### src/hw/rtl/sprtd_pkg.sv
// shared types and constants for the sprite entry to tile draw block
package sprtd_pkg;

	localparam int IN_W  = 40;
	localparam int OUT_W = 40;
	localparam int IDX_W = 3;
	localparam int CFG_W = 64;

	// configuration register indexes
	localparam logic [IDX_W-1:0] REG_COLOR_MASK     = 3'd0;
	localparam logic [IDX_W-1:0] REG_PRIORITY_MASK  = 3'd1;
	localparam logic [IDX_W-1:0] REG_PRIORITY_VALUE = 3'd2;
	localparam logic [IDX_W-1:0] REG_SCREEN_FLIP    = 3'd3;
	localparam logic [IDX_W-1:0] REG_HEIGHT_TABLE   = 3'd4;

	// height classes
	localparam logic [1:0] HCLS_SINGLE = 2'd0;
	localparam logic [1:0] HCLS_DOUBLE = 2'd1;
	localparam logic [1:0] HCLS_QUAD   = 2'd2;

	localparam logic [9:0] SY_BASE      = 10'd369;
	localparam logic [9:0] SX_FLIP_BASE = 10'd496;
	localparam logic [9:0] SY_FLIP_BASE = 10'd242;
	localparam logic [9:0] DOUBLE_SHIFT = 10'd16;
	localparam logic [9:0] QUAD_SHIFT   = 10'd48;
	localparam logic [4:0] COLOR_RESET  = 5'h1f;

	// one classified sprite waiting for expansion
	typedef struct packed {
		logic [10:0] code;
		logic [4:0]  color;
		logic        flip_x;
		logic        flip_y;
		logic [9:0]  sx;
		logic [9:0]  sy;
		logic [1:0]  last_k;
	} sprite_ent_t;

endpackage

### src/hw/rtl/sprtd_front.sv
// front end: configuration registers, priority test and sprite classification
module sprtd_front (
	input  logic                             clk,
	input  logic                             arst_n,
	input  logic                             cfg_we,
	input  logic [sprtd_pkg::IDX_W-1:0]      cfg_idx,
	input  logic [sprtd_pkg::CFG_W-1:0]      cfg_data,
	input  logic                             s_tvalid,
	input  logic [sprtd_pkg::IN_W-1:0]       s_tdata,
	output logic                             s_tready,
	output logic                             push,
	output sprtd_pkg::sprite_ent_t           push_ent,
	input  logic                             full
);

	logic [4:0]  color_mask_q;
	logic [7:0]  prio_mask_q;
	logic [7:0]  prio_value_q;
	logic        screen_flip_q;
	logic [63:0] height_q;

	logic [7:0]  attr;
	logic [8:0]  ypos;
	logic [8:0]  xpos;
	logic [10:0] code_raw;
	logic        pass;
	logic [1:0]  hcls;
	logic [9:0]  sy_raw;

	always_ff @(posedge clk or negedge arst_n) begin
		if (!arst_n) begin
			color_mask_q  <= sprtd_pkg::COLOR_RESET;
			prio_mask_q   <= '0;
			prio_value_q  <= '0;
			screen_flip_q <= 1'b0;
			height_q      <= '0;
		end else if (cfg_we) begin
			unique case (cfg_idx)
				sprtd_pkg::REG_COLOR_MASK:     color_mask_q  <= cfg_data[4:0];
				sprtd_pkg::REG_PRIORITY_MASK:  prio_mask_q   <= cfg_data[7:0];
				sprtd_pkg::REG_PRIORITY_VALUE: prio_value_q  <= cfg_data[7:0];
				sprtd_pkg::REG_SCREEN_FLIP:    screen_flip_q <= cfg_data[0];
				sprtd_pkg::REG_HEIGHT_TABLE:   height_q      <= cfg_data;
				default: ;
			endcase
		end
	end

	assign attr     = s_tdata[7:0];
	assign ypos     = {s_tdata[16], s_tdata[15:8]};
	assign code_raw = {s_tdata[27:25], s_tdata[24:17]};
	assign xpos     = {s_tdata[38], s_tdata[37:30]};

	assign pass     = (attr & prio_mask_q) == prio_value_q;
	assign hcls     = height_q[{code_raw[9:5], 1'b0} +: 2];
	assign sy_raw   = sprtd_pkg::SY_BASE - {1'b0, ypos};

	always_comb begin
		push_ent.color  = attr[4:0] & color_mask_q;
		push_ent.code   = code_raw;
		push_ent.sx     = {1'b0, xpos};
		push_ent.sy     = sy_raw;
		push_ent.last_k = hcls;
		// class three keeps four tiles but no alignment and no shift
		unique case (hcls)
			sprtd_pkg::HCLS_SINGLE: ;
			sprtd_pkg::HCLS_DOUBLE: begin
				push_ent.code = {code_raw[10:1], 1'b0};
				push_ent.sy   = sy_raw - sprtd_pkg::DOUBLE_SHIFT;
			end
			sprtd_pkg::HCLS_QUAD: begin
				push_ent.code   = {code_raw[10:2], 2'b00};
				push_ent.sy     = sy_raw - sprtd_pkg::QUAD_SHIFT;
				push_ent.last_k = 2'd3;
			end
			default: ;
		endcase
		push_ent.flip_x = s_tdata[28] ^ screen_flip_q;
		push_ent.flip_y = s_tdata[29] ^ screen_flip_q;
		if (screen_flip_q) begin
			push_ent.sx = sprtd_pkg::SX_FLIP_BASE - {1'b0, xpos};
			push_ent.sy = sprtd_pkg::SY_FLIP_BASE - {4'b0, push_ent.last_k, 4'b0} - push_ent.sy;
		end
	end

	assign s_tready = !full;
	// entries failing the priority test are taken and dropped
	assign push     = s_tvalid && !full && pass;

endmodule

### src/hw/rtl/sprtd_queue.sv
// small fifo of classified sprites between front and back
module sprtd_queue #(
	parameter int QUEUE_DEPTH = 2
) (
	input  logic                   clk,
	input  logic                   arst_n,
	input  logic                   push,
	input  sprtd_pkg::sprite_ent_t push_ent,
	output logic                   full,
	input  logic                   pop,
	output sprtd_pkg::sprite_ent_t head,
	output logic                   empty
);

	localparam int PW = (QUEUE_DEPTH > 1) ? $clog2(QUEUE_DEPTH) : 1;
	localparam int CW = $clog2(QUEUE_DEPTH + 1);
	localparam logic [PW-1:0] LAST_PTR = PW'(QUEUE_DEPTH - 1);
	localparam logic [CW-1:0] DEPTH_CNT = CW'(QUEUE_DEPTH);

	sprtd_pkg::sprite_ent_t mem_q [QUEUE_DEPTH];
	logic [PW-1:0] wr_ptr_q;
	logic [PW-1:0] rd_ptr_q;
	logic [CW-1:0] count_q;

	always_ff @(posedge clk) begin
		if (push) begin
			mem_q[wr_ptr_q] <= push_ent;
		end
	end

	always_ff @(posedge clk or negedge arst_n) begin
		if (!arst_n) begin
			wr_ptr_q <= '0;
			rd_ptr_q <= '0;
			count_q  <= '0;
		end else begin
			if (push) begin
				wr_ptr_q <= (wr_ptr_q == LAST_PTR) ? '0 : wr_ptr_q + 1'b1;
			end
			if (pop) begin
				rd_ptr_q <= (rd_ptr_q == LAST_PTR) ? '0 : rd_ptr_q + 1'b1;
			end
			if (push && !pop) begin
				count_q <= count_q + 1'b1;
			end else if (pop && !push) begin
				count_q <= count_q - 1'b1;
			end
		end
	end

	assign head  = mem_q[rd_ptr_q];
	assign empty = count_q == '0;
	assign full  = count_q == DEPTH_CNT;

endmodule

### src/hw/rtl/sprtd_back.sv
// back end: expands one queued sprite into its tile words
module sprtd_back (
	input  logic                            clk,
	input  logic                            arst_n,
	input  sprtd_pkg::sprite_ent_t          head,
	input  logic                            empty,
	output logic                            pop,
	output logic                            m_tvalid,
	input  logic                            m_tready,
	output logic [sprtd_pkg::OUT_W-1:0]     m_tdata,
	output logic                            m_tlast
);

	logic [1:0]  cnt_q;
	logic [1:0]  k;
	logic        load;
	logic        is_last;
	logic [10:0] code_next;
	logic [9:0]  py_next;
	logic        valid_q;
	logic [sprtd_pkg::OUT_W-1:0] data_q;
	logic        last_q;

	// tiles go out from the bottom row up
	assign k         = head.last_k - cnt_q;
	assign is_last   = k == 2'd0;
	assign load      = !empty && (!valid_q || m_tready);
	assign pop       = load && is_last;
	assign code_next = head.code + {9'b0, head.flip_y ? cnt_q : k};
	assign py_next   = head.sy + {4'b0, k, 4'b0};

	always_ff @(posedge clk or negedge arst_n) begin
		if (!arst_n) begin
			cnt_q   <= '0;
			valid_q <= 1'b0;
		end else begin
			if (load) begin
				cnt_q   <= is_last ? 2'd0 : cnt_q + 2'd1;
				valid_q <= 1'b1;
			end else if (m_tready) begin
				valid_q <= 1'b0;
			end
		end
	end

	always_ff @(posedge clk) begin
		if (load) begin
			data_q <= {2'b00, py_next, head.sx, head.flip_y, head.flip_x, head.color, code_next};
			last_q <= is_last;
		end
	end

	assign m_tvalid = valid_q;
	assign m_tdata  = data_q;
	assign m_tlast  = last_q;

	a_cnt_in_range: assert property (@(posedge clk) disable iff (!arst_n)
		!empty |-> cnt_q <= head.last_k)
		else $error("tile counter beyond sprite height");

	a_cnt_idle: assert property (@(posedge clk) disable iff (!arst_n)
		empty |-> cnt_q == 2'd0)
		else $error("tile counter running with no sprite queued");

	a_pop_marks_last: assert property (@(posedge clk) disable iff (!arst_n)
		pop |=> m_tvalid && m_tlast)
		else $error("sprite retired without a last tile word");

endmodule

### src/hw/rtl/sprite_entry_to_tile_draws.sv
// top level: sprite entry to tile draw command expander
// an accepted entry goes into the sprite queue; its tile words then pass the output register
// throughput: one tile word per cycle from the output register while the receiver is ready;
//   an entry gives one, two or four tile words by height class; a dropped entry gives none
// the input keeps accepting while the sprite queue has room
// reset: asynchronous active low, clears queue, counters and output valid, config to defaults
module sprite_entry_to_tile_draws #(
	parameter int QUEUE_DEPTH = 2
) (
	input  logic                         clk,
	input  logic                         arst_n,
	input  logic                         cfg_we,
	input  logic [sprtd_pkg::IDX_W-1:0]  cfg_idx,
	input  logic [sprtd_pkg::CFG_W-1:0]  cfg_data,
	input  logic                         s_tvalid,
	output logic                         s_tready,
	// attribute_byte, y_low, y_high, code_low, code_high, mirror_x, mirror_y, x_low, x_high
	input  logic [sprtd_pkg::IN_W-1:0]   s_tdata,
	output logic                         m_tvalid,
	input  logic                         m_tready,
	// tile_code, tile_color, draw_flip_x, draw_flip_y, pos_x, pos_y
	output logic [sprtd_pkg::OUT_W-1:0]  m_tdata,
	output logic                         m_tlast
);

	logic                   push;
	logic                   full;
	logic                   pop;
	logic                   empty;
	sprtd_pkg::sprite_ent_t push_ent;
	sprtd_pkg::sprite_ent_t head;

	sprtd_front u_front (
		.clk      (clk),
		.arst_n   (arst_n),
		.cfg_we   (cfg_we),
		.cfg_idx  (cfg_idx),
		.cfg_data (cfg_data),
		.s_tvalid (s_tvalid),
		.s_tdata  (s_tdata),
		.s_tready (s_tready),
		.push     (push),
		.push_ent (push_ent),
		.full     (full)
	);

	sprtd_queue #(
		.QUEUE_DEPTH (QUEUE_DEPTH)
	) u_queue (
		.clk      (clk),
		.arst_n   (arst_n),
		.push     (push),
		.push_ent (push_ent),
		.full     (full),
		.pop      (pop),
		.head     (head),
		.empty    (empty)
	);

	sprtd_back u_back (
		.clk      (clk),
		.arst_n   (arst_n),
		.head     (head),
		.empty    (empty),
		.pop      (pop),
		.m_tvalid (m_tvalid),
		.m_tready (m_tready),
		.m_tdata  (m_tdata),
		.m_tlast  (m_tlast)
	);

endmodule

### config.mk
export PLATFORM = sky130hd
export DESIGN_NAME = sprite_entry_to_tile_draws
export DESIGN_NICKNAME = d
export VERILOG_FILES = /design/src/hw/rtl/sprtd_pkg.sv /design/src/hw/rtl/sprtd_front.sv /design/src/hw/rtl/sprtd_queue.sv /design/src/hw/rtl/sprtd_back.sv /design/src/hw/rtl/sprite_entry_to_tile_draws.sv
export SDC_FILE = /design/constraint.sdc
export NUM_CORES = 1
export LEC_CHECK = 0
export BUFFER_PORTS_ARGS = -buffer_cell sky130_fd_sc_hd__buf_2
export CAP_MARGIN = 15
export CORE_AREA = 2 2 199 201
export CTS_CLUSTER_SIZE = 10
export DETAILED_ROUTE_END_ITERATION = 12
export DIE_AREA = 0 0 201 203
export SETUP_SLACK_MARGIN = 0.15
export SYNTH_ARGS = -nofsm -noshare
export SYNTH_HDL_FRONTEND = slang
export SYNTH_SLANG_ARGS = --single-unit
### constraint.sdc
create_clock -name clk -period 5.2 [get_ports clk]
set_input_delay 0.52 -clock clk [delete_from_list [all_inputs] [get_ports clk]]
set_output_delay 0.52 -clock clk [all_outputs]
set_load 0.05 [all_outputs]
==> flow_metrics.tcl <==
set metrics [dict create \
    switching_power_mw 2.03 \
    ir_drop_v 0.000264 \
    synthArstFlopShare 0.439 \
    ys_seq_area_frac 0.621 \
    hold_violations 0 \
    clock_path_buffers 3 \
    slowest_stage "or4_4" \
    max_stage_delay_ns 0.55 \
    path_cells "mux4_2, mux4_2, mux2i_1, ha_1, inv_1, ha_1, or4_4, a311oi_4, xnor2_1, a2bb2oi_1, xnor2_1" \
    period_needed_ns 4.17 \
    io_buffers 151 \
    cts_tree "done" \
    rows 72 \
    crit_family "multiplexers" \
    yosysWarnings 0 \
    cts.clk_slew.worst_paths_ns 0.05 \
    synth_area_leaders "edfxtp_1, dfrtp_1, mux2_2" \
    placedCellCount 1273 \
    nNetsFinal 916 \
    setup_viol 0 \
    tightest_slew_ns 0.993 \
    internal-power_mw 3.91 \
    synth_area_per_cell_um2 15.5 \
    start_util 0.247 \
    worst_hold_slack_ns 0.185 \
    post_cts_buffers 0 \
    stdcell_count 1321 \
    fin_setup_tns_ns 0 \
    grt_max_degree 78 \
    p_comb_frac 0.319 \
    power_per_cell_area_nw_per_um2 507 \
    path_max_fanout 3 \
    cts_max_level 1 \
    synth_edf_count 119 \
    cp.required_ns 5.47 \
    gr-total-overflow 0 \
    reg2reg_slack_ns 1.03 \
    netlist_area_um2 9510 \
    worstPathArrival_ns 4.44 \
    drt-vias-per-instance 4.13 \
    place_congestion 0.751 \
    ys_seq_elements 212 \
    hp-class "in -> reg" \
    dpl.hpwl_um 14600 \
    worstSetupPathType "reg -> reg" \
    clk_latency_ns 0.53 \
    antenna_found_initial 4 \
    critical_path_buf_inv_count 1 \
    grt_pass1_vias 5797 \
    drive_above_1_share 0.430 \
    mostFrequentLayoutCell "buf_2" \
    synth_cells 613 \
    wl_per_cell_um 15.6 \
    leakagePower_nw 4.55 \
    die_area_um2 40800 \
    grt_util_all_layers 0.101 \
    rsz0062_at_grt "false" \
    hold_buffers 1 \
    maxCapViolCount 0 \
    pwr-share-seq 0.405 \
    synth.distinct_cells 54 \
    most-common-layout-cells "buf_2, edfxtp_1, mux2_2" \
    core_area_um2 38500 \
    antenna_cells 0 \
    initialDrtViolationCount 205 \
    drcViolationCount 0 \
    die_w_um 201 \
    fmax_mhz 240 \
    wl_um 20600 \
    dr.pass1.iters 4 \
    grt_pass1_wl_um 32100 \
    status "finished clean" \
    slew_violations 0 \
    netSwitchingFraction 0.342 \
    synth_area_leader_cell "edfxtp_1" \
    io_pins 155 \
    vias 5453 \
    period_share 0.801 \
    slew_headroom 0.338 \
    pwr-share-clk 0.276 \
    cts_sinks 212 \
    synth.top_cell.area_share 0.376 \
    die_h_um 203 \
    fin_skew_ns 0.00898 \
    worstSetupStartpointType "flop" \
    cts_root_buf "clkbuf_16" \
    area_growth_pct 23.1 \
    endpoint_kind "flop" \
    cts_resized 0 \
    postRouteAntennaNets 0 \
    cts_made_buffers 26 \
    synth_flop_cell "edfxtp_1" \
]
==> sequential cells by signal, summed over array words and instances, names as in the netlist <==
register,count
u_queue.count_q,2
u_queue.wr_ptr_q,1
u_front.prio_mask_q,8
u_back.cnt_q,2
u_front.color_mask_q,5
u_back.m_tvalid,1
u_front.height_q,64
u_back.m_tlast,1
u_front.prio_value_q,8
u_back.m_tdata,38
u_queue.mem_q,80
u_queue.rd_ptr_q,1
u_front.screen_flip_q,1
==> cell families after synthesis <==
group / synth area share
compound gates: 0.0358
xor+xnor: 0.0497
fa+ha+maj: 0.0297
buf+inv: 0.0204
flops: 0.621
mux: 0.192
other cells: 0.000394
simple gates: 0.0511
==> final cells by class <==
class	instances	area, um^2
clock buffers	44	749
clock inverters	3	16.3
fillers	3868	26800
inverters	21	78.8
multi-input cells	358	3430
flip-flops and latches	212	5910
well taps	518	648
repair buffers	165	878
==> final timing paths <==
path	cells past startpoint	end	start
min in group asynchronous	2	u_front.height_q[38]	arst_n
hold / removal	1	u_queue.mem_q[1][39]	s_tdata[27]
hold reg to reg	1	u_front.height_q[8]	u_front.height_q[8]
setup / recovery	11	u_queue.mem_q[1][11]	u_front.height_q[62]
max in group asynchronous	3	u_queue.rd_ptr_q	arst_n
setup reg to reg	11	u_queue.mem_q[1][11]	u_front.height_q[62]
==> synth_stat cells (all sizes together) (3+ instances only) <==
cell    number
o21ai       14
nor2        14
inv         21
mux2i       12
mux2       110
mux4        20
a32o         3
xor2        18
ha          17
fa           3
edfxtp     119
a21oi       15
clkbuf      11
buf         12
nor2b       13
dfstp        5
nand2       30
a32oi        6
nand2b       4
nand3        3
and2         7
xnor2       36
nor3         6
dfrtp       88
==> stage by stage <==
| stage | worst slack [ns] | power (mW) | utilization | instance area, um^2 |
|---|---|---|---|---|
| final | 1.03 | 5.93 | 0.304 | 11700 |
| after detailed placement | 0.392 | 4.37 | 0.284 | 10900 |
| after global routing | 0.787 | 6.29 | 0.304 | 11700 |
| after floorplan | 0.794 | 3.86 | - | 9510 |
| after CTS | 0.921 | 6.05 | 0.304 | 11700 |
| after global placement | 0.460 | 4.33 | 0.284 | 10900 |
==> layer usage <==
metal | wire, um | up-vias | GRT usage
li1 | - | 2609 | -
met1 | 8870 | 2663 | 0.125
met2 | 9920 | 131 | 0.173
met3 | 1220 | 42 | 0.0265
met4 | 510 | 8 | 0.0352
met5 | 54 | - | 0
==> power groups by stage <==
stage                     logic (mW)  registers [mW]  clock network (mW)
after floorplan                 1.00            2.85                   0
after global placement          1.90            2.43                   0
after detailed placement        1.92            2.45                   0
after CTS                       1.93            2.41                1.70
after global routing            2.06            2.45                1.77
final                           1.89            2.40                1.64
No activity file was read; power rests on OpenSTA's default activity.
